`config.mk`:
```
export PLATFORM = sky130hd
export DESIGN_NAME = gyro_window_speed_estimator
export DESIGN_NICKNAME = d
export VERILOG_FILES = /design/src/gwse_pkg.sv /design/src/gyro_window_speed_estimator.sv
export SDC_FILE = /design/constraint.sdc
export NUM_CORES = 2
export LEC_CHECK = 0
export BUFFER_PORTS_ARGS = -buffer_cell sky130_fd_sc_hd__buf_2
export CAP_MARGIN = 20
export CORE_UTILIZATION = 50
export DETAILED_ROUTE_END_ITERATION = 12
export PLACE_DENSITY = 0.74
export REMOVE_ABC_BUFFERS = 1
export SYNTH_ARGS = -nofsm -noshare
export SYNTH_HDL_FRONTEND = slang
export SYNTH_SLANG_ARGS = --single-unit
export TNS_END_PERCENT = 30
```
`constraint.sdc`:
```
create_clock -name clk -period 12.3 [get_ports clk]
set_clock_uncertainty 0.15 [all_clocks]
set_input_delay 3.075 -clock clk [delete_from_list [all_inputs] [get_ports clk]]
set_output_delay 3.075 -clock clk [all_outputs]
set_load 0.005 [all_outputs]
```
`src/gwse_pkg.sv`:
```
// Shared types and constants for the gyro window speed estimator.
`default_nettype none

package gwse_pkg;

    localparam int RATE_W       = 16;
    localparam int ABS_W        = 17;
    localparam int SAMPLE_CNT_W = 11;
    localparam int GAIN_W       = 24;
    localparam int DURATION_W   = 8;
    localparam int SPEED_W      = 16;
    localparam int DIST_W       = 24;
    localparam int SUM_W        = 26;
    localparam int SEEN_W       = 10;
    localparam int SQ_W         = 32;
    localparam int PROD_W       = SUM_W + GAIN_W;
    localparam int GAIN_FRAC_W  = 16;
    localparam int DIVIDEND_W   = PROD_W - GAIN_FRAC_W;
    localparam int REM_W        = 18;
    localparam int CMP_W        = REM_W + 2;
    localparam int STEP_CNT_W   = 6;
    localparam int MAX_SAMPLES  = 1024;

    localparam int ROOT_STEPS   = SQ_W / 2;
    localparam int DIV_N_STEPS  = DIVIDEND_W;

    // divide by 1000 as a reciprocal multiply: ceil(2^34 / 1000), exact for
    // any dividend below 2^24
    localparam int                 DIST_SHIFT = 34;
    localparam logic [SUM_W-1:0]   DIST_RECIP = 26'd17179870;

    localparam int CFG_INDEX_W  = 2;
    localparam int CFG_DATA_W   = 24;

    localparam logic [CFG_INDEX_W-1:0] CFG_SAMPLE_COUNT = 2'd0;
    localparam logic [CFG_INDEX_W-1:0] CFG_SPEED_GAIN   = 2'd1;
    localparam logic [CFG_INDEX_W-1:0] CFG_DURATION     = 2'd2;

    localparam logic [SAMPLE_CNT_W-1:0] SAMPLE_COUNT_RST = 11'd64;
    localparam logic [GAIN_W-1:0]       SPEED_GAIN_RST   = 24'd10007;
    localparam logic [DURATION_W-1:0]   DURATION_RST     = 8'd10;

    typedef struct packed {
        logic signed [RATE_W-1:0] rate_x;
        logic signed [RATE_W-1:0] rate_y;
        logic signed [RATE_W-1:0] rate_z;
    } in_item_t;

    typedef struct packed {
        logic [SPEED_W-1:0] speed_mm_per_s;
        logic [DIST_W-1:0]  distance_m;
    } out_item_t;

    typedef enum logic [3:0] {
        ST_IDLE,
        ST_SQ_X,
        ST_SQ_Y,
        ST_SQ_Z,
        ST_SQ_SUM,
        ST_ROOT,
        ST_ACCUM,
        ST_MUL_GAIN,
        ST_DIV_LOAD,
        ST_DIV_N,
        ST_SAT,
        ST_MUL_DUR,
        ST_MUL_RECIP,
        ST_OUT
    } state_t;

    typedef enum logic [2:0] {
        MUL_X,
        MUL_Y,
        MUL_Z,
        MUL_GAIN,
        MUL_DUR,
        MUL_RECIP
    } mul_sel_t;

    typedef struct packed {
        logic     busy;
        logic     mul_en;
        mul_sel_t mul_sel;
        logic     step_en;
        logic     step_root;
    } ctl_t;

    function automatic logic [ABS_W-1:0] abs_rate(input logic signed [RATE_W-1:0] v);
        logic [ABS_W-1:0] ext;
        ext = {v[RATE_W-1], v};
        abs_rate = v[RATE_W-1] ? (~ext + ABS_W'(1)) : ext;
    endfunction

endpackage

`default_nettype wire

```
`src/gyro_window_speed_estimator.sv`:
```
// Top level: gyro window speed estimator on one shared multiplier and root/divide unit.
//
//  channel   dir  handshake              payload
//  --------  ---  ---------------------  -------------------------------------
//  in        in   in_valid / in_stall    in_data  : rate_x, rate_y, rate_z
//  out       out  out_valid / out_stall  out_data : speed_mm_per_s, distance_m
//  cfg       in   cfg_write              cfg_index, cfg_data (no read-back)
//
// A sample that does not close the window goes through an idle state, the three squares in
// the multiplier and their sum, 16 root steps and an accumulate state before the next accept.
// A window-closing sample adds a gain multiply, divide load, a 34-step divide by the window
// length, saturate, duration multiply, a reciprocal multiply for the divide by 1000 and the
// output load.
// in_stall is high whenever the sequencer is not idle; a stalled output transaction
// holds the sequencer in its output state. Reset clears control state, the window
// sum, the sample counter and the config registers.
`default_nettype none

module gyro_window_speed_estimator (
    input  wire logic                              clk,
    input  wire logic                              rst_n,
    input  wire logic                              in_valid,
    output logic                                   in_stall,
    input  wire gwse_pkg::in_item_t                in_data,
    output logic                                   out_valid,
    input  wire logic                              out_stall,
    output gwse_pkg::out_item_t                    out_data,
    input  wire logic                              cfg_write,
    input  wire logic [gwse_pkg::CFG_INDEX_W-1:0]  cfg_index,
    input  wire logic [gwse_pkg::CFG_DATA_W-1:0]   cfg_data
);
    import gwse_pkg::*;

    // sequencer
    state_t state_reg, state_next;
    ctl_t   ctl;

    // configuration
    logic [SAMPLE_CNT_W-1:0] sample_count_reg;
    logic [GAIN_W-1:0]       speed_gain_reg;
    logic [DURATION_W-1:0]   duration_reg;

    // window state
    logic [SUM_W-1:0]  sum_reg, sum_next;
    logic [SEEN_W-1:0] seen_reg, seen_next;

    // datapath
    in_item_t              in_reg;
    logic [PROD_W-1:0]     prod_reg, prod_next;
    logic [SQ_W-1:0]       sq_acc_reg, sq_acc_next;
    logic [DIVIDEND_W-1:0] src_reg, src_next;
    logic [DIVIDEND_W-1:0] res_reg, res_next;
    logic [REM_W-1:0]      rem_reg, rem_next;
    logic [SAMPLE_CNT_W-1:0] divisor_reg, divisor_next;
    logic [STEP_CNT_W-1:0] cnt_reg, cnt_next;
    logic [SPEED_W-1:0]    speed_reg, speed_next;

    // output register
    logic      out_valid_reg, out_valid_next;
    out_item_t out_data_reg, out_data_next;

    logic                    in_accept;
    logic                    out_free;
    logic [SAMPLE_CNT_W-1:0] win_len;
    logic [SAMPLE_CNT_W-1:0] seen_inc;
    logic                    window_done;
    logic                    step_last;
    logic [SQ_W-1:0]         sq_total;

    logic [SUM_W-1:0]  mul_a;
    logic [GAIN_W-1:0] mul_b;
    logic [PROD_W-1:0] mul_p;

    logic [CMP_W-1:0] rem_shift;
    logic [CMP_W-1:0] trial;
    logic [CMP_W-1:0] diff;
    logic             fits;

    assign in_accept = in_valid && !in_stall;
    assign out_free  = !out_valid_reg || !out_stall;

    // effective window length: zero acts as one, clamp at the maximum
    always_comb
    begin
        if (sample_count_reg == '0)
        begin
            win_len = SAMPLE_CNT_W'(1);
        end
        else if (sample_count_reg > SAMPLE_CNT_W'(MAX_SAMPLES))
        begin
            win_len = SAMPLE_CNT_W'(MAX_SAMPLES);
        end
        else
        begin
            win_len = sample_count_reg;
        end
    end

    assign seen_inc    = {1'b0, seen_reg} + SAMPLE_CNT_W'(1);
    assign window_done = !(seen_inc < win_len);
    assign sq_total    = sq_acc_reg + prod_reg[SQ_W-1:0];

    // last step of the running root or divide
    always_comb
    begin
        unique case (state_reg)
            ST_ROOT:  step_last = (cnt_reg == STEP_CNT_W'(ROOT_STEPS - 1));
            ST_DIV_N: step_last = (cnt_reg == STEP_CNT_W'(DIV_N_STEPS - 1));
            default:  step_last = 1'b0;
        endcase
    end

    // next state
    always_comb
    begin
        state_next = state_reg;
        unique case (state_reg)
            ST_IDLE:      if (in_accept) state_next = ST_SQ_X;
            ST_SQ_X:      state_next = ST_SQ_Y;
            ST_SQ_Y:      state_next = ST_SQ_Z;
            ST_SQ_Z:      state_next = ST_SQ_SUM;
            ST_SQ_SUM:    state_next = ST_ROOT;
            ST_ROOT:      if (step_last) state_next = ST_ACCUM;
            ST_ACCUM:     state_next = window_done ? ST_MUL_GAIN : ST_IDLE;
            ST_MUL_GAIN:  state_next = ST_DIV_LOAD;
            ST_DIV_LOAD:  state_next = ST_DIV_N;
            ST_DIV_N:     if (step_last) state_next = ST_SAT;
            ST_SAT:       state_next = ST_MUL_DUR;
            ST_MUL_DUR:   state_next = ST_MUL_RECIP;
            ST_MUL_RECIP: state_next = ST_OUT;
            ST_OUT:       if (out_free) state_next = ST_IDLE;
            default:      state_next = ST_IDLE;
        endcase
    end

    // sequencer outputs
    always_comb
    begin
        ctl.busy      = (state_reg != ST_IDLE);
        ctl.mul_en    = 1'b0;
        ctl.mul_sel   = MUL_X;
        ctl.step_en   = 1'b0;
        ctl.step_root = 1'b0;
        unique case (state_reg)
            ST_SQ_X:
            begin
                ctl.mul_en  = 1'b1;
                ctl.mul_sel = MUL_X;
            end
            ST_SQ_Y:
            begin
                ctl.mul_en  = 1'b1;
                ctl.mul_sel = MUL_Y;
            end
            ST_SQ_Z:
            begin
                ctl.mul_en  = 1'b1;
                ctl.mul_sel = MUL_Z;
            end
            ST_MUL_GAIN:
            begin
                ctl.mul_en  = 1'b1;
                ctl.mul_sel = MUL_GAIN;
            end
            ST_MUL_DUR:
            begin
                ctl.mul_en  = 1'b1;
                ctl.mul_sel = MUL_DUR;
            end
            ST_MUL_RECIP:
            begin
                ctl.mul_en  = 1'b1;
                ctl.mul_sel = MUL_RECIP;
            end
            ST_ROOT:
            begin
                ctl.step_en   = 1'b1;
                ctl.step_root = 1'b1;
            end
            ST_DIV_N:
            begin
                ctl.step_en = 1'b1;
            end
            default:
            begin
                ctl.mul_en = 1'b0;
            end
        endcase
    end

    assign in_stall = ctl.busy;

    // shared multiplier
    always_comb
    begin
        unique case (ctl.mul_sel)
            MUL_X:
            begin
                mul_a = SUM_W'(abs_rate(in_reg.rate_x));
                mul_b = GAIN_W'(abs_rate(in_reg.rate_x));
            end
            MUL_Y:
            begin
                mul_a = SUM_W'(abs_rate(in_reg.rate_y));
                mul_b = GAIN_W'(abs_rate(in_reg.rate_y));
            end
            MUL_Z:
            begin
                mul_a = SUM_W'(abs_rate(in_reg.rate_z));
                mul_b = GAIN_W'(abs_rate(in_reg.rate_z));
            end
            MUL_GAIN:
            begin
                mul_a = sum_reg;
                mul_b = speed_gain_reg;
            end
            MUL_DUR:
            begin
                mul_a = SUM_W'(speed_reg);
                mul_b = GAIN_W'(duration_reg);
            end
            MUL_RECIP:
            begin
                // speed * duration stays below 2^24
                mul_a = DIST_RECIP;
                mul_b = GAIN_W'(prod_reg[DIST_W-1:0]);
            end
            default:
            begin
                mul_a = '0;
                mul_b = '0;
            end
        endcase
    end

    assign mul_p = mul_a * mul_b;

    // shared shift/compare/subtract step: root takes two radicand bits, divide one
    assign rem_shift = ctl.step_root ? {rem_reg, src_reg[DIVIDEND_W-1 -: 2]}
                                     : {1'b0, rem_reg, src_reg[DIVIDEND_W-1]};
    assign trial     = ctl.step_root ? {2'b00, res_reg[SPEED_W-1:0], 2'b01}
                                     : CMP_W'(divisor_reg);
    assign fits      = (rem_shift >= trial);
    assign diff      = rem_shift - trial;

    // datapath next values
    always_comb
    begin
        prod_next      = prod_reg;
        sq_acc_next    = sq_acc_reg;
        src_next       = src_reg;
        res_next       = res_reg;
        rem_next       = rem_reg;
        divisor_next   = divisor_reg;
        cnt_next       = cnt_reg;
        speed_next     = speed_reg;
        sum_next       = sum_reg;
        seen_next      = seen_reg;
        out_valid_next = out_valid_reg && out_stall;
        out_data_next  = out_data_reg;

        if (ctl.mul_en)
        begin
            prod_next = mul_p;
        end

        if (ctl.step_en)
        begin
            src_next = ctl.step_root ? (src_reg << 2) : (src_reg << 1);
            res_next = {res_reg[DIVIDEND_W-2:0], fits};
            rem_next = fits ? diff[REM_W-1:0] : rem_shift[REM_W-1:0];
            cnt_next = cnt_reg + STEP_CNT_W'(1);
        end

        unique case (state_reg)
            ST_SQ_Y:
            begin
                sq_acc_next = prod_reg[SQ_W-1:0];
            end
            ST_SQ_Z:
            begin
                sq_acc_next = sq_total;
            end
            ST_SQ_SUM:
            begin
                // radicand left-aligned so the root pulls the top pair first
                src_next = {sq_total, 2'b00};
                res_next = '0;
                rem_next = '0;
                cnt_next = '0;
            end
            ST_ACCUM:
            begin
                sum_next = sum_reg + SUM_W'(res_reg[SPEED_W-1:0]);
                if (!window_done)
                begin
                    seen_next = seen_inc[SEEN_W-1:0];
                end
            end
            ST_DIV_LOAD:
            begin
                // floor((p >> 16) / n) equals floor(p / n) >> 16
                src_next     = prod_reg[PROD_W-1:GAIN_FRAC_W];
                divisor_next = win_len;
                res_next     = '0;
                rem_next     = '0;
                cnt_next     = '0;
            end
            ST_SAT:
            begin
                speed_next = (res_reg[DIVIDEND_W-1:SPEED_W] != '0) ? '1
                                                                   : res_reg[SPEED_W-1:0];
            end
            ST_OUT:
            begin
                if (out_free)
                begin
                    out_valid_next               = 1'b1;
                    out_data_next.speed_mm_per_s = speed_reg;
                    out_data_next.distance_m     = DIST_W'(prod_reg[PROD_W-1:DIST_SHIFT]);
                    sum_next                     = '0;
                    seen_next                    = '0;
                end
            end
            default:
            begin
                sum_next = sum_next;
            end
        endcase
    end

    // control and window state
    always_ff @(posedge clk or negedge rst_n)
    begin
        if (!rst_n)
        begin
            state_reg        <= ST_IDLE;
            sum_reg          <= '0;
            seen_reg         <= '0;
            cnt_reg          <= '0;
            out_valid_reg    <= 1'b0;
            sample_count_reg <= SAMPLE_COUNT_RST;
            speed_gain_reg   <= SPEED_GAIN_RST;
            duration_reg     <= DURATION_RST;
        end
        else
        begin
            state_reg     <= state_next;
            sum_reg       <= sum_next;
            seen_reg      <= seen_next;
            cnt_reg       <= cnt_next;
            out_valid_reg <= out_valid_next;
            if (cfg_write)
            begin
                unique case (cfg_index)
                    CFG_SAMPLE_COUNT: sample_count_reg <= cfg_data[SAMPLE_CNT_W-1:0];
                    CFG_SPEED_GAIN:   speed_gain_reg   <= cfg_data[GAIN_W-1:0];
                    CFG_DURATION:     duration_reg     <= cfg_data[DURATION_W-1:0];
                    default:          duration_reg     <= duration_reg;
                endcase
            end
        end
    end

    // payload registers
    always_ff @(posedge clk)
    begin
        if (in_accept)
        begin
            in_reg <= in_data;
        end
        prod_reg     <= prod_next;
        sq_acc_reg   <= sq_acc_next;
        src_reg      <= src_next;
        res_reg      <= res_next;
        rem_reg      <= rem_next;
        divisor_reg  <= divisor_next;
        speed_reg    <= speed_next;
        out_data_reg <= out_data_next;
    end

    assign out_valid = out_valid_reg;
    assign out_data  = out_data_reg;

`ifndef ASSERT_OFF
    // a transaction is only taken by an idle sequencer, which then starts on squares
    a_accept_starts: assert property (@(posedge clk) disable iff (!rst_n)
        in_accept |=> (state_reg == ST_SQ_X))
        else $error("accepted input did not start the square sequence");

    // a result only appears out of the output state
    a_result_source: assert property (@(posedge clk) disable iff (!rst_n)
        $rose(out_valid) |-> ($past(state_reg) == ST_OUT))
        else $error("result raised outside the output state");

    // emitting a result clears the window
    a_window_clear: assert property (@(posedge clk) disable iff (!rst_n)
        (state_reg == ST_OUT && out_free) |=> (sum_reg == '0 && seen_reg == '0))
        else $error("window not cleared after result");

    // the shared step counter never runs past the divide step count
    a_step_bound: assert property (@(posedge clk) disable iff (!rst_n)
        ctl.step_en |-> (cnt_reg < STEP_CNT_W'(DIV_N_STEPS)))
        else $error("step counter overran");
`endif

endmodule

`default_nettype wire
```
# Yosys cells after proc, flatten, opt, wreduce, memory -nomap -nowiden
# Cells that the tools add are included.
# totals
wordCells	122
out_inout_bits	42
input_bits	79
regBits	365
# classes
magnitude_cmp	3
n_mux	34
n_reduce_logical	26
add_sub_neg	8
n_eq_ne	27
n_bitwise	3
multipliers	1
# op_table
operator	count
one-hot mux 26 bit (6 select lines)	1
one-hot mux 24 bit (6 select lines)	1
2-to-1 mux 34 bit	2
one-hot mux 34 bit (2 select lines)	1
one-hot mux 32 bit (2 select lines)	1
one-hot mux 4 bit (14 select lines)	1
one-hot mux 26 bit (2 select lines)	1
adder 17 x 1 -> 17 bit, second input constant	3
2-to-1 mux 17 bit	3
inverter 17 bit	3
multiplier 26 x 24 -> 50 bit	1
2-to-1 mux 18 bit	2
adder 32 bit	1
adder 26 x 16 -> 26 bit	1
2-to-1 mux 26 bit	1
== test 4 bit, second input constant	6
2-to-1 mux 11 bit	2
>= comparator 20 x 18 -> 1 bit	1
2-to-1 mux 10 bit	2
2-to-1 mux 20 bit	1
one-hot mux 10 bit (2 select lines)	1
nonzero test 18 bit	1
subtractor 18 bit	1
== test 4 x 3 -> 1 bit, second input constant	4
35 further kinds	60

# Depth between registers and ports, before layout
# depth
ltp_word	6
mapped_depth	36
depth_no_buf	34

# Worst setup path after synthesis
# Ideal clock, no wire load.
# synth_path
path_type	flip-flop to flip-flop
startpoint	reg in_reg[34] (netlist bit)
endpoint	reg prod_reg[46], data pin
arrival_ns	8.429
setup_ns	0.260
synth_period_minus_slack_ns	8.839
setup_slack_ns	3.461
stages_incl_launch_ff	32
n_path_buf	1
required_time_ns	11.890
path_cell_list	edfxtp_1 or4_1 nand2b_4 or4_4 or4_1 o221ai_1 a221o_1 buf_4 nand2_1 fa_1 inv_1 fa_1 inv_1 fa_1 inv_1 fa_1 inv_1 fa_1 inv_1 fa_1 inv_1 fa_1 inv_1 ha_1 inv_1 o32ai_1 nor3_1 o41ai_1 a221oi_1 o31ai_1 o221ai_1 xnor2_1
# synth_via
elab_chain_cells	5
elab_cells_between_ends	6
classes_between	add/sub (1); mul (1); mux (3); bitwise (1)
# synth_lines
item	line	source
start, declared	gyro_window_speed_estimator.sv:48	in_item_t in_reg;
start signal, assigned	gyro_window_speed_estimator.sv:370	in_reg <= in_data;
inverter 17 bit	gwse_pkg.sv:91	abs_rate = v[RATE_W-1] ? (~ext + ABS_W'(1)) : ext;
adder 17 x 1 -> 17 bit	gwse_pkg.sv:91	
2-to-1 mux 17 bit (*)	gwse_pkg.sv:91	
one-hot mux 26 bit (6 select lines) or one-hot mux 24 bit (6 select lines) (tied branches)	gyro_window_speed_estimator.sv:196	unique case (ctl.mul_sel)
multiplier 26 x 24 -> 50 bit (*)	gyro_window_speed_estimator.sv:236	assign mul_p = mul_a * mul_b;
net mul_p[46]	gyro_window_speed_estimator.sv:72	logic [PROD_W-1:0] mul_p;
end signal, assigned	gyro_window_speed_estimator.sv:372	prod_reg <= prod_next;
end, declared	gyro_window_speed_estimator.sv:49	logic [PROD_W-1:0] prod_reg, prod_next;
# The timed path passes the listed nets; every way through them passes the cells marked *.
# A chain may end at the register's enable or synchronous reset.

# Worst setup path in the final report
# layout_path
startpoint	reg state_reg[2]
endpoint	reg prod_reg[48], data pin
# layout_via
elab_chain_cells	5
elab_cells_between_ends	15
classes_between	mul (1); eq/ne (10); mux (3); reduce/logical (1)
# layout_lines
item	line	source
start, declared	gyro_window_speed_estimator.sv:35	state_t state_reg, state_next;
start signal, assigned	gyro_window_speed_estimator.sv:348	state_reg <= state_next;
== test 4 bit, or another cell as far along	gyro_window_speed_estimator.sv:144	unique case (state_reg)
one-hot mux 3 bit (5 select lines) (*)	gyro_window_speed_estimator.sv:144	
== test 3 bit, or another cell as far along	gyro_window_speed_estimator.sv:196	
one-hot mux 26 bit (6 select lines) or one-hot mux 24 bit (6 select lines) (tied branches)	gyro_window_speed_estimator.sv:196	
multiplier 26 x 24 -> 50 bit (*)	gyro_window_speed_estimator.sv:236	
net mul_p[48]	gyro_window_speed_estimator.sv:72	
# Marked as above.

==> results.py <==
metrics = {
    "outcome": {
        "status": "complete, no violations",
    },
    "routing": {
        "drtAntennaViolNets": 0,
        "highest_layer": "met5",
        "num_vias": 31680,
        "wl_per_cell_um": 22.19,
        "first_pass_iters": 6,
        "wl_met3_um": 13600,
        "wl_met1_um": 48510,
        "dr.first_iter.drc_count": 3358,
        "routed_wl_um": 120000,
        "route.detailed.drc": 0,
        "viasPerCell": 5.855,
        "met2WireLength_um": 52030,
    },
    "cells_and_area": {
        "largest_reg_flops": 50,
        "seqCellArea_mm2": 0.01000,
        "nFillCells": 6928,
        "final_common_cell": "nand2_1",
        "nets": 5203,
        "diodes": 0,
        "instances_no_fill": 5410,
        "syn2layout_area_growth_pct": 7.763,
        "final_cell_mix": "nand2_1 (808), inv_1 (672), fa_1 (529)",
        "final_layout_size_suffix_gt1_frac": 0.07986,
        "multi_input_area_mm2": 0.02622,
    },
    "timing": {
        "slew_viol_final": 0,
        "setup_viol": 0,
        "tightest_slew_ns": 1.458,
        "period_share": 0.8800,
        "timing.final.hold_violations": 0,
        "fin_ws_ns": 1.476,
        "rsz0062_at_grt": "false",
        "tns_ns": 0,
        "relSlewSlack": 0.02794,
        "fin_crit_ns": 10.82,
        "fmax_mhz": 92.39,
    },
    "yosys": {
        "ys.flop_type": "edfxtp_1",
        "ys_seq_area_frac": 0.2534,
        "async_flop_share": 0.2466,
        "synth-edff-count": 223,
        "syn_inst": 4297,
        "yosysWarnings": 0,
        "synthTopCellsByArea": "fa_1 (27%), edfxtp_1 (17%), ha_1 (8.1%)",
        "synth.avg_cell_area_um2": 9.186,
        "synth_area_mm2": 0.03947,
        "yosys.cell_types.count": 88,
        "synth_top_area_frac": 0.2683,
        "yosys.area.top_type": "fa_1",
        "ys_ff_latch": 365,
    },
    "setup_path": {
        "rr_worst_depth": 27,
        "timing.rr.end": "prod_reg[48]",
        "critPathLaunch": "state_reg[2]",
        "cp-end-kind": "register",
        "cp-endpoint": "prod_reg[48]",
        "crit_type": "register to register",
        "cp_max_fo": 18,
        "r2r-start": "state_reg[2]",
        "worstPathRequired_ns": 12.49,
        "start_kind": "register",
        "worst-r2r-setup-slack_ns": 1.48,
        "cp.arrival_ns": 11.01,
    },
    "clock_network": {
        "post_cts_buffers": 0,
        "numCtsBuffers": 39,
        "cts_resized": 0,
        "clockBufferDepth": 3,
        "cts_htree_levels": 2,
        "cts_num_sinks": 365,
        "path_clk_slew_ns": 0.06,
        "holdBufCountCts": 0,
        "cts_tree": "yes",
        "clock_latency_ns": 0.59,
        "cts_root_buf": "clkbuf_16",
    },
    "place": {
        "dp_cells": 5335,
        "hpwl_um": 92620,
        "port_buffers": 112,
        "place_ws_ns": 1.741,
        "gp_congestion": 1.029,
    },
    "global_route": {
        "grt_pass1_wl_um": 185900,
        "grt_usage": 0.3013,
        "grt_pass1_vias": 31590,
        "grt_max_degree": 70,
        "antenna_found_initial": 1,
        "grt.overflow.total": 0,
    },
    "die": {
        "die_x_um": 283.0,
        "io_pins": 121,
        "rows": 102,
        "die_area_mm2": 0.08007,
        "initial_core_util": 0.5079,
        "die_h_um": 283.0,
        "core_mm2": 0.07772,
    },
    "worst_hold_path": {
        "hp-class": "register to register",
    },
    "job": {
        "cap_violations": 0,
    },
}
worst max-delay path, stage by stage (launching register included):
cell	delay, ns
dfrtp_1	0.60
nor2_1	0.35
nand3_2	0.32
or4b_2	0.73
o221ai_1	0.50
a221o_1	0.65
buf_4	0.41
nand2_1	0.13
fa_1	0.52
fa_1	0.54
fa_1	0.45
fa_1	0.56
inv_1	0.06
fa_1	0.52
fa_1	0.56
inv_1	0.06
fa_1	0.53
inv_1	0.04
ha_1	0.23
a21o_1	0.18
a21oi_1	0.41
o211ai_1	0.21
a211oi_1	0.43
o211ai_1	0.31
a2111oi_0	0.64
o31ai_1	0.17
a21oi_1	0.20
xnor2_1	0.09
stage by stage:
| step | hold slack, ns | area [um2] | util |
|---|---|---|---|
| detailed placement | 0.3016 | 41190 | 0.5299 |
| CTS | 0.3232 | 42480 | 0.5466 |
| finish | 0.3180 | 42540 | 0.5473 |
| floorplan | 0.2762 | 38660 | - |
| global placement | 0.2927 | 41190 | 0.5299 |
| global route | 0.3290 | 42540 | 0.5473 |
cells in the mapped netlist, types with 12 or more instances:
| cell type | number |
|---|---|
| nand2_1 | 810 |
| inv_1 | 672 |
| fa_1 | 529 |
| nor2_1 | 274 |
| ha_1 | 256 |
| a21oi_1 | 231 |
| edfxtp_1 | 223 |
| o21ai_0 | 160 |
| clkbuf_1 | 140 |
| xnor2_1 | 84 |
| dfrtp_1 | 79 |
| xor2_1 | 65 |
| a21o_1 | 59 |
| nand3_1 | 57 |
| and2_1 | 53 |
| dfxtp_1 | 52 |
| mux2_2 | 42 |
| nand2b_1 | 36 |
| mux2i_1 | 25 |
| nor3_1 | 25 |
| o21a_1 | 24 |
| a211oi_1 | 23 |
| buf_2 | 22 |
| o21bai_1 | 20 |
| buf_1 | 19 |
| nand4_1 | 17 |
| o31ai_1 | 16 |
| a31oi_1 | 15 |
| a221o_1 | 14 |
| nor2b_1 | 14 |
| a22oi_1 | 13 |
| buf_4 | 13 |
| a221oi_1 | 12 |
| o211ai_1 | 12 |
cells by family after synthesis:
group / synth area share
buf+inv: 0.08533
xor+xnor: 0.03363
fa+ha+maj: 0.3497
flops: 0.2534
mux: 0.01832
other cells: 0.00009500
simple gates: 0.1468
compound gates: 0.1128
layout make-up:
type                            count  area share
Inverter                          674     0.05947
Tap cell                         1040     0.03059
Timing Repair Buffer              191     0.02794
Multi-Input combinational cell   3068      0.6164
Clock inverter                     25    0.005618
Clock buffer                       47     0.02485
Sequential cell                   365      0.2352
how the worst min path moves through the flow:
stage	from	end	slack, ns	depth (start not counted)
after floorplan	speed_reg[4]	out_data[28]	0.28	0
after global placement	res_reg[33]	res_reg[33]	0.29	2
after detailed placement	res_reg[33]	res_reg[33]	0.30	2
after CTS	res_reg[20]	res_reg[20]	0.32	2
after global routing	speed_reg[8]	out_data[32]	0.33	0
final	res_reg[18]	res_reg[18]	0.32	2
routing by layer:
metal | vias up | track usage
li1 | 13960 | -
met1 | 15690 | 0.4183
met2 | 1673 | 0.4582
met3 | 357 | 0.06699
met4 | 2 | 0.1198
met5 | - | 0
Power is left out: the tool's default activity adds up to more than one toggle a clock period on the data nets, which glitch-free logic cannot reach.
